[src/rtl/open_file_table_allocator_defines.svh]
// Assertion macros for the open file table allocator.
// Each macro checks on the rising edge of i_clk and is held off while reset is low.
`ifndef OPEN_FILE_TABLE_ALLOCATOR_DEFINES_SVH
`define OPEN_FILE_TABLE_ALLOCATOR_DEFINES_SVH

// The consequent must hold in the same cycle as the antecedent.
`define OFT_ASSERT_NOW(label, ante, cons) \
    label: assert property (@(posedge i_clk) disable iff (!i_rst_n) (ante) |-> (cons)) \
        else $error("open file table allocator: same-cycle check failed");

// The consequent must hold in the cycle after the antecedent.
`define OFT_ASSERT_NEXT(label, ante, cons) \
    label: assert property (@(posedge i_clk) disable iff (!i_rst_n) (ante) |=> (cons)) \
        else $error("open file table allocator: next-cycle check failed");

`endif

[src/rtl/oft_pkg.sv]
package oft_pkg;

    // Table sizes.
    localparam int DESCRIPTORS  = 32;
    localparam int FILE_ENTRIES = 64;

    // Derived widths. A head pointer carries one extra bit for the null value.
    localparam int DESC_W = $clog2(DESCRIPTORS);
    localparam int ENT_W  = $clog2(FILE_ENTRIES);
    localparam int HEAD_W = ENT_W + 1;

    // Stream field widths.
    localparam int IN_DESC_W   = 8;
    localparam int IN_ENT_W    = 7;
    localparam int DATA_W      = 16;
    localparam int STATUS_W    = 3;
    localparam int ACTION_W    = 2;
    localparam int IN_TDATA_W  = 48;
    localparam int OUT_TDATA_W = 48;
    localparam int OUT_TUSER_W = STATUS_W + 1;
    localparam int OUT_PAD_W   = OUT_TDATA_W - (DESC_W + ENT_W + 2 * DATA_W);

    // Requested operation.
    typedef enum logic [ACTION_W-1:0] {
        ACT_ALLOC  = 2'd0,
        ACT_CLOSE  = 2'd1,
        ACT_LOOKUP = 2'd2
    } t_action;

    // Result status codes.
    typedef logic [STATUS_W-1:0] t_status;
    localparam t_status ST_OK        = 3'd0;
    localparam t_status ST_BADF      = 3'd1;
    localparam t_status ST_NODESC    = 3'd2;
    localparam t_status ST_TABLEFULL = 3'd3;
    localparam t_status ST_IGNORED   = 3'd4;

    // Sequencer states.
    typedef enum logic [3:0] {
        S_IDLE,
        S_SCAN,
        S_ALLOC_RD,
        S_CLOSE_CHK,
        S_CLOSE_RD,
        S_LOOK_CHK,
        S_LOOK_BIND,
        S_LOOK_ENT,
        S_DONE
    } t_state;

    // Report of the descriptor scanner.
    typedef struct packed {
        logic              done;
        logic              found;
        logic [DESC_W-1:0] idx;
    } t_scan_res;

endpackage

[src/rtl/oft_scan.sv]
module oft_scan import oft_pkg::*; (
    input  logic                   i_clk,
    input  logic                   i_rst_n,
    input  logic                   i_start,
    input  logic [DESCRIPTORS-1:0] i_bound,
    output t_scan_res              o_res
);

    logic              r_busy;
    logic [DESC_W-1:0] r_cnt;
    logic              hit;
    logic              last;

    // One descriptor is tested per cycle, lowest first.
    assign hit  = r_busy && !i_bound[r_cnt];
    assign last = (r_cnt == DESC_W'(DESCRIPTORS - 1));

    assign o_res.done  = r_busy && (hit || last);
    assign o_res.found = hit;
    assign o_res.idx   = r_cnt;

    // Scan counter and busy flag.
    always_ff @(posedge i_clk) begin
        if (!i_rst_n) begin
            r_busy <= 1'b0;
            r_cnt  <= '0;
        end else if (i_start) begin
            r_busy <= 1'b1;
            r_cnt  <= '0;
        end else if (r_busy) begin
            if (hit || last) begin
                r_busy <= 1'b0;
            end else begin
                r_cnt <= r_cnt + 1'b1;
            end
        end
    end

endmodule

[src/rtl/open_file_table_allocator.sv]
// Channel   Direction  tdata fields (low bit up)                     tuser fields
// s_axis    in         descriptor_in, entry_in, inode_handle_in,     action
//                      open_flags_in
// m_axis    out        descriptor_out, entry_out, inode_handle_out,  status, release_inode
//                      open_flags_out
//
// Allocate runs a scanner that tests one descriptor per cycle, up to 32, then a commit step.
// Close runs a range check and then, if it passes, a registered entry read; lookup runs a
// range check and then two registered memory reads in series; an unknown action goes to done.
// Reset is synchronous and active low; it empties all bindings and rebuilds the free list
// at once through per-entry valid bits, so no clearing pass is needed.
// One transaction is worked at a time. A result waits in the output register while
// the next transaction is accepted; a stalled output holds back the next result and new input.
`include "open_file_table_allocator_defines.svh"

module open_file_table_allocator import oft_pkg::*; (
    input  logic                   i_clk,
    input  logic                   i_rst_n,
    input  logic                   s_axis_tvalid,
    output logic                   s_axis_tready,
    // descriptor_in [7:0], entry_in [14:8], inode_handle_in [30:15],
    // open_flags_in [46:31], zero pad [47]
    input  logic [IN_TDATA_W-1:0]  s_axis_tdata,
    // action [1:0]
    input  logic [ACTION_W-1:0]    s_axis_tuser,
    output logic                   m_axis_tvalid,
    input  logic                   m_axis_tready,
    // descriptor_out [4:0], entry_out [10:5], inode_handle_out [26:11],
    // open_flags_out [42:27], zero pad [47:43]
    output logic [OUT_TDATA_W-1:0] m_axis_tdata,
    // status [2:0], release_inode [3]
    output logic [OUT_TUSER_W-1:0] m_axis_tuser
);

    // Control state.
    t_state                  r_state;
    t_state                  n_state;
    logic [HEAD_W-1:0]       r_head;
    logic [DESCRIPTORS-1:0]  r_bound;
    logic [FILE_ENTRIES-1:0] r_used;
    logic [FILE_ENTRIES-1:0] r_nf_valid;
    logic                    r_out_valid;

    // Latched input transaction.
    logic [IN_DESC_W-1:0]    r_in_desc;
    logic [IN_ENT_W-1:0]     r_in_entry;
    logic [DATA_W-1:0]       r_in_inode;
    logic [DATA_W-1:0]       r_in_flags;

    // Result staging and output registers.
    t_status                 r_res_status;
    logic [DESC_W-1:0]       r_res_desc;
    logic [ENT_W-1:0]        r_res_entry;
    logic [DATA_W-1:0]       r_res_inode;
    logic [DATA_W-1:0]       r_res_flags;
    logic                    r_res_rel;
    t_status                 r_out_status;
    logic [DESC_W-1:0]       r_out_desc;
    logic [ENT_W-1:0]        r_out_entry;
    logic [DATA_W-1:0]       r_out_inode;
    logic [DATA_W-1:0]       r_out_flags;
    logic                    r_out_rel;

    // Memories.
    logic [ENT_W-1:0]        mem_bind   [DESCRIPTORS];
    logic [HEAD_W-1:0]       mem_next   [FILE_ENTRIES];
    logic [DATA_W-1:0]       mem_inode  [FILE_ENTRIES];
    logic [DATA_W-1:0]       mem_flags  [FILE_ENTRIES];
    logic [ENT_W-1:0]        r_bind_q;
    logic [HEAD_W-1:0]       r_nf_mem_q;
    logic                    r_nf_v_q;
    logic [HEAD_W-1:0]       r_nf_dflt_q;
    logic [DATA_W-1:0]       r_inode_q;
    logic [DATA_W-1:0]       r_flags_q;

    // Combinational control.
    logic                    in_accept;
    t_action                 in_action;
    logic                    scan_start;
    t_scan_res               scan_res;
    logic                    head_null;
    logic [ENT_W-1:0]        head_idx;
    logic [ENT_W-1:0]        entry_idx;
    logic [DESC_W-1:0]       desc_idx;
    logic                    close_ok;
    logic                    look_ok;
    logic [HEAD_W-1:0]       nf_next;
    logic [ENT_W-1:0]        ent_rd_addr;
    logic                    alloc_commit;
    logic                    close_commit;
    logic                    out_load;
    logic                    res_load;
    t_status                 n_res_status;
    logic [DESC_W-1:0]       n_res_desc;
    logic [ENT_W-1:0]        n_res_entry;
    logic [DATA_W-1:0]       n_res_inode;
    logic [DATA_W-1:0]       n_res_flags;
    logic                    n_res_rel;

    assign in_accept = s_axis_tvalid && s_axis_tready;
    assign in_action = t_action'(s_axis_tuser);
    assign head_null = (r_head >= HEAD_W'(FILE_ENTRIES));
    assign head_idx  = r_head[ENT_W-1:0];
    assign entry_idx = r_in_entry[ENT_W-1:0];
    assign desc_idx  = r_in_desc[DESC_W-1:0];
    assign close_ok  = (32'(r_in_entry) < FILE_ENTRIES) && r_used[entry_idx];
    assign look_ok   = (32'(r_in_desc) < DESCRIPTORS) && r_bound[desc_idx];
    assign nf_next   = r_nf_v_q ? r_nf_mem_q : r_nf_dflt_q;

    // Lowest free descriptor search.
    oft_scan u_scan (
        .i_clk   (i_clk),
        .i_rst_n (i_rst_n),
        .i_start (scan_start),
        .i_bound (r_bound),
        .o_res   (scan_res)
    );

    // Next state.
    always_comb begin
        n_state = r_state;
        case (r_state)
            S_IDLE: begin
                if (in_accept) begin
                    case (in_action)
                        ACT_ALLOC:  n_state = S_SCAN;
                        ACT_CLOSE:  n_state = S_CLOSE_CHK;
                        ACT_LOOKUP: n_state = S_LOOK_CHK;
                        default:    n_state = S_DONE;
                    endcase
                end
            end
            S_SCAN: begin
                if (scan_res.done) begin
                    n_state = (scan_res.found && !head_null) ? S_ALLOC_RD : S_DONE;
                end
            end
            S_ALLOC_RD:  n_state = S_DONE;
            S_CLOSE_CHK: n_state = close_ok ? S_CLOSE_RD : S_DONE;
            S_CLOSE_RD:  n_state = S_DONE;
            S_LOOK_CHK:  n_state = look_ok ? S_LOOK_BIND : S_DONE;
            S_LOOK_BIND: n_state = S_LOOK_ENT;
            S_LOOK_ENT:  n_state = S_DONE;
            S_DONE: begin
                if (out_load) begin
                    n_state = S_IDLE;
                end
            end
            default:     n_state = S_IDLE;
        endcase
    end

    // Sequencer outputs: strobes, read address and the result of each step.
    always_comb begin
        s_axis_tready = (r_state == S_IDLE);
        scan_start    = 1'b0;
        alloc_commit  = 1'b0;
        close_commit  = 1'b0;
        out_load      = (r_state == S_DONE) && (!r_out_valid || m_axis_tready);
        ent_rd_addr   = entry_idx;
        res_load      = 1'b0;
        n_res_status  = ST_IGNORED;
        n_res_desc    = '0;
        n_res_entry   = '0;
        n_res_inode   = '0;
        n_res_flags   = '0;
        n_res_rel     = 1'b0;
        case (r_state)
            S_IDLE: begin
                if (in_accept) begin
                    scan_start = (in_action == ACT_ALLOC);
                    res_load   = 1'b1;
                end
            end
            S_SCAN: begin
                if (scan_res.done) begin
                    res_load     = 1'b1;
                    n_res_status = !scan_res.found ? ST_NODESC : ST_TABLEFULL;
                end
            end
            S_ALLOC_RD: begin
                alloc_commit = 1'b1;
                res_load     = 1'b1;
                n_res_status = ST_OK;
                n_res_desc   = r_res_desc;
                n_res_entry  = head_idx;
            end
            S_CLOSE_CHK: begin
                close_commit = close_ok;
                res_load     = 1'b1;
            end
            S_CLOSE_RD: begin
                res_load     = 1'b1;
                n_res_status = ST_OK;
                n_res_entry  = entry_idx;
                n_res_inode  = r_inode_q;
                n_res_rel    = 1'b1;
            end
            S_LOOK_CHK: begin
                res_load     = 1'b1;
                n_res_status = ST_BADF;
            end
            S_LOOK_BIND: begin
                ent_rd_addr  = r_bind_q;
            end
            S_LOOK_ENT: begin
                res_load     = 1'b1;
                n_res_status = ST_OK;
                n_res_entry  = r_bind_q;
                n_res_inode  = r_inode_q;
                n_res_flags  = r_flags_q;
            end
            default: begin
                res_load = 1'b0;
            end
        endcase
    end

    // Control registers: state, free list head, occupancy bits, output valid.
    always_ff @(posedge i_clk) begin
        if (!i_rst_n) begin
            r_state     <= S_IDLE;
            r_head      <= '0;
            r_bound     <= '0;
            r_used      <= '0;
            r_nf_valid  <= '0;
            r_out_valid <= 1'b0;
        end else begin
            r_state <= n_state;
            if (alloc_commit) begin
                r_head             <= nf_next;
                r_bound[r_res_desc] <= 1'b1;
                r_used[head_idx]   <= 1'b1;
            end
            if (close_commit) begin
                r_head                <= HEAD_W'(r_in_entry);
                r_used[entry_idx]     <= 1'b0;
                r_nf_valid[entry_idx] <= 1'b1;
            end
            if (out_load) begin
                r_out_valid <= 1'b1;
            end else if (m_axis_tready) begin
                r_out_valid <= 1'b0;
            end
        end
    end

    // Payload registers: input latch, result staging, output.
    always_ff @(posedge i_clk) begin
        if (in_accept) begin
            r_in_desc  <= s_axis_tdata[7:0];
            r_in_entry <= s_axis_tdata[14:8];
            r_in_inode <= s_axis_tdata[30:15];
            r_in_flags <= s_axis_tdata[46:31];
        end
        if (res_load) begin
            r_res_status <= n_res_status;
            r_res_entry  <= n_res_entry;
            r_res_inode  <= n_res_inode;
            r_res_flags  <= n_res_flags;
            r_res_rel    <= n_res_rel;
        end
        // The found descriptor is kept for the commit step; failures report zero.
        if (r_state == S_SCAN && scan_res.done) begin
            r_res_desc <= (scan_res.found && !head_null) ? scan_res.idx : '0;
        end else if (res_load) begin
            r_res_desc <= n_res_desc;
        end
        if (out_load) begin
            r_out_status <= r_res_status;
            r_out_desc   <= r_res_desc;
            r_out_entry  <= r_res_entry;
            r_out_inode  <= r_res_inode;
            r_out_flags  <= r_res_flags;
            r_out_rel    <= r_res_rel;
        end
    end

    // Descriptor binding memory.
    always_ff @(posedge i_clk) begin
        if (alloc_commit) begin
            mem_bind[r_res_desc] <= head_idx;
        end
        r_bind_q <= mem_bind[desc_idx];
    end

    // Free list link memory; an entry never linked reads as its successor.
    always_ff @(posedge i_clk) begin
        if (close_commit) begin
            mem_next[entry_idx] <= r_head;
        end
        r_nf_mem_q  <= mem_next[head_idx];
        r_nf_v_q    <= r_nf_valid[head_idx];
        r_nf_dflt_q <= HEAD_W'(head_idx) + 1'b1;
    end

    // File entry contents.
    always_ff @(posedge i_clk) begin
        if (alloc_commit) begin
            mem_inode[head_idx] <= r_in_inode;
            mem_flags[head_idx] <= r_in_flags;
        end
        r_inode_q <= mem_inode[ent_rd_addr];
        r_flags_q <= mem_flags[ent_rd_addr];
    end

    // Output ports.
    assign m_axis_tvalid = r_out_valid;
    assign m_axis_tdata  = {OUT_PAD_W'(0), r_out_flags, r_out_inode, r_out_entry, r_out_desc};
    assign m_axis_tuser  = {r_out_rel, r_out_status};

    // The free list head never names an entry that is in use.
    `OFT_ASSERT_NOW(a_head_free, !head_null, !r_used[head_idx])
    // A successful allocation leaves the descriptor bound and the entry in use.
    `OFT_ASSERT_NEXT(a_alloc_bound, r_state == S_ALLOC_RD, r_bound[r_res_desc] && r_used[r_res_entry])
    // The last close puts the entry on top of the free list.
    `OFT_ASSERT_NEXT(a_close_push, close_commit, r_head == HEAD_W'($past(r_in_entry)) && !r_used[$past(entry_idx)])

endmodule
[config.mk]
export PLATFORM = sky130hd
export DESIGN_NAME = open_file_table_allocator
export DESIGN_NICKNAME = d
export VERILOG_FILES = /design/src/rtl/oft_pkg.sv /design/src/rtl/oft_scan.sv /design/src/rtl/open_file_table_allocator.sv
export VERILOG_INCLUDE_DIRS = /design/src /design/src/rtl
export SDC_FILE = /design/constraint.sdc
export NUM_CORES = 2
export LEC_CHECK = 0
export BUFFER_PORTS_ARGS = -buffer_cell sky130_fd_sc_hd__buf_2
export CORE_AREA = 2 2 630 632
export DETAILED_ROUTE_END_ITERATION = 16
export DIE_AREA = 0 0 632 634
export HOLD_SLACK_MARGIN = 0.02
export REMOVE_ABC_BUFFERS = 1
export SLEW_MARGIN = 20
export SYNTH_ARGS = -nofsm -noshare
export SYNTH_HDL_FRONTEND = slang
export SYNTH_SLANG_ARGS = --single-unit
[constraint.sdc]
create_clock -name i_clk -period 8.8 [get_ports i_clk]
set_input_delay 0.44 -clock i_clk [delete_from_list [all_inputs] [get_ports i_clk]]
set_output_delay 0.44 -clock i_clk [all_outputs]
set_load 0.005 [all_outputs]
==> results_dict.tcl <==
set metrics [dict create \
    yosys_warnings 0 \
    post_cts_buffers 0 \
    hold_start "s_axis_tvalid" \
    numCtsBuffers 296 \
    fin_hold_ws_ns 0.1013 \
    ff2ff_path_depth 9 \
    wl_um 334000 \
    ys_seq_elements 3060 \
    synth_flop_cell "edfxtp_1" \
    drive_gt1_share_pct 16.09 \
    setup.worst_path.end_class "flop" \
    grt_overflow_total 0 \
    rsz0062_at_grt "false" \
    clk_pin_slew_ns 0.06 \
    cts_sinks 3060 \
    postSynthCellCount 7254 \
    grt_usage_pct 16.19 \
    tightestPinTransition_ns 1.216 \
    gp_congestion 0.8228 \
    cts_tree "done" \
    grt_pass1_vias 65790 \
    root_buffer "clkbuf_16" \
    arrival_ns 5.43 \
    drcViolationCount 0 \
    fin_cells 12980 \
    firstDrtPassIters 8 \
    routed_via_density 5.175 \
    finalCriticalPeriod_ns 4.728 \
    path_max_fanout 72 \
    slew_viol_final 0 \
    coreArea_mm2 0.3942 \
    syn_area_per_cell_um2 16.25 \
    die_x_um 632 \
    num_vias 67180 \
    place_hpwl_um 180300 \
    dr.first_iter.drc_count 9236 \
    area_delta_synth_final_pct 14.78 \
    r2r-end "r_flags_q[3]" \
    final_net_count 7564 \
    io_buffer_count 101 \
    dp.cells 12400 \
    antenna_found_initial 17 \
    regToRegStartpoint "r_state[2]" \
    slew_headroom_pct 18.65 \
    final_util_pct 34.31 \
    die_area_mm2 0.4007 \
    io_pins 108 \
    max_freq_mhz 211.5 \
    powerDensity_mw_per_mm2 234.5 \
    routedWlPerCell_um 25.73 \
    num_rows 231 \
    hold_violations 0 \
    start_util_pct 29.90 \
    r2r_slack_ns 4.07 \
    min_to "r_state[0]" \
    clk_latency_ns 0.87 \
    grt_max_degree 146 \
    ctsHtreeMaxLevel 5 \
    yosysUniqueCellTypes 73 \
    holdPathStages 4 \
    startpoint_type "flop" \
    ant_nets 0 \
    synth_edf_count 2829 \
    critPathKind "flop to flop" \
    max-vdd-ir-drop_mv 0.1859 \
    grt_pass1_wl_um 473900 \
    die_y_um 634 \
    finalSetupViolations 0 \
    status "finished, final reports clean" \
    fin_crit_sh_pct 53.72 \
    synth-async-reset-ratio_pct 0 \
    final.setup_skew_ns 0.05075 \
    required_ns 9.50 \
    clk_path_buf_depth 4 \
    fin_setup_tns_ns 0 \
    cap_violations 0 \
    synth_area_mm2 0.1179 \
    ys_seq_area_share_pct 76.00 \
    hold_path.class "input pin to flop" \
    p_leak_uw 0.04290 \
]
==> through the flow <==
step | instance area, um^2 | setup WS (ns) | power, uW
CTS | 135200 | 4.086 | 31880
detailed placement | 125500 | 4.067 | 19620
global route | 135300 | 3.979 | 32650
floorplan | 115800 | -6.941 | 18830
finish | 135300 | 4.072 | 31720
global placement | 125500 | 4.125 | 19550
==> synthesized netlist by cell type (5+ instances only) <==
library cell  count  share of area (%)
clkbuf_1        192               0.61
nand2b_1         12              0.064
o21a_1           27               0.17
mux2i_1         319                2.7
nand3b_1         10              0.064
nor3_1           68               0.29
a32oi_1          47               0.35
o21ai_0         114               0.48
inv_1            15              0.048
nor2b_1          31               0.16
buf_6            19               0.18
nor2_1          360                1.1
buf_1            61               0.19
or4_1            33               0.21
buf_2           137               0.58
a22oi_1          47               0.30
a222oi_1          5              0.042
mux2_2           53               0.51
a22o_1           41               0.30
or3_1             7              0.037
xnor2_1           6              0.045
a32o_1           19               0.16
mux4_2          332                6.3
a311oi_1          7              0.052
o22ai_1          71               0.38
a21oi_1         122               0.52
a31oi_1          93               0.49
o2111ai_1        10              0.074
nand4_1          33               0.18
and2_1           24               0.13
nand2_1        1218                3.9
buf_4            23               0.15
or2_2             9              0.048
and3_1           47               0.25
a221o_1          20               0.17
dfxtp_1         231                3.9
nand3_1         473                2.0
o32ai_1          17               0.13
edfxtp_1       2829                 72
o211ai_1         14              0.089
==> flip-flops by register name, indices dropped and copies added (netlist names), 8 cells and up <==
name / count
r_res_inode: 16
r_in_desc: 8
mem_inode: 1024
r_inode_q: 16
r_in_flags: 16
r_out_inode: 16
r_flags_q: 16
mem_next: 448
r_in_inode: 16
r_out_flags: 16
mem_bind: 192
r_used: 64
r_nf_valid: 64
mem_flags: 1024
r_bound: 32
r_res_flags: 16
==> routing by layer <==
layer / wire, um / global-route usage [%] / share of wire, % / vias to the layer above
met5: 27 / 0 / 0.0081 / -
met2: 153700 / 25.68 / 46 / 3371
met1: 138000 / 22.53 / 41 / 34750
li1: - / - / - / 28520
met3: 32390 / 3.035 / 9.7 / 541
met4: 9856 / 4.873 / 3.0 / 4
==> placed cells by master, fill, tap and decap left out, types with 18 or more instances in the layout <==
cell type,count
mux2i_1,319
clkinv_1,46
a21oi_1,122
nand4_1,33
nand3_1,473
edfxtp_1,2829
a32o_1,19
o21a_1,27
nor2b_1,30
o22ai_1,71
a22o_1,41
buf_4,222
mux4_2,332
dlygate4sd3_1,51
nor3_1,59
and2_1,24
dfxtp_1,224
a22oi_1,47
mux2_2,52
a221o_1,20
clkbuf_8,18
clkbuf_1,78
a31oi_1,93
nor2_1,280
a32oi_1,47
nand2_1,1217
clkinv_2,40
nor2_4,76
and3_1,47
buf_2,100
or4_1,33
o21ai_0,114
clkbuf_16,303
==> cell families (layout without fill, tap and decap cells) <==
group	count (synthesis)	after routing	share of synthesized area (%)
AO/OA/AOI/OAI	678	678	3.881
XOR/XNOR	8	8	0.05945
adder cells (fa/ha/maj)	3	3	0.03185
buffers and inverters	449	923	1.783
flip-flops	3060	3060	76.00
multiplexers	709	709	9.632
other	1	13	0.003182
AND/OR/NAND/NOR	2346	2346	8.606
==> critical path, stage by stage (launching register included) <==
cell	delay (ns)
dfxtp_1	0.52
and4bb_1	0.28
buf_4	0.34
mux2i_4	0.32
buf_12	0.31
nor2_4	0.84
buf_4	0.88
a32o_1	0.22
o32ai_1	0.15
or4_1	0.59
==> cell type report <==
class,instances,area (um^2)
antenna,8,20.02
clock buffer,399,8123
clock inverter,124,1115
fill,37150,259000
inverter,16,61.31
multi-input combinational,3749,26910
sequential,3060,89600
tap,5242,6559
timing repair buffer,384,2884
==> where the power goes <==
part	switching [uW]	internal, uW	total (uW)	leakage (uW)
clock	5390	6990	12400	0.00451
sequential	172	16300	16500	0.0270
combinational	1990	847	2840	0.0114
==> worst max path at each step <==
stage	startpoint	endpoint	depth (start not counted)
2_1_floorplan	r_in_entry[0]	r_flags_q[2]	5
3_3_place_gp	r_in_entry[0]	r_flags_q[11]	10
3_5_place_dp	r_state[2]	r_flags_q[3]	9
4_1_cts	r_state[2]	r_flags_q[3]	9
5_1_grt	r_state[2]	r_inode_q[4]	9
6_report	r_state[2]	r_flags_q[3]	9
==> what timing repair did <==
item	4_1_cts	5_1_grt
hold buffers	51	0
resized for setup	0	0
hold endpoints to repair	52	0
Note: power is estimated with default switching activity, not from simulation.
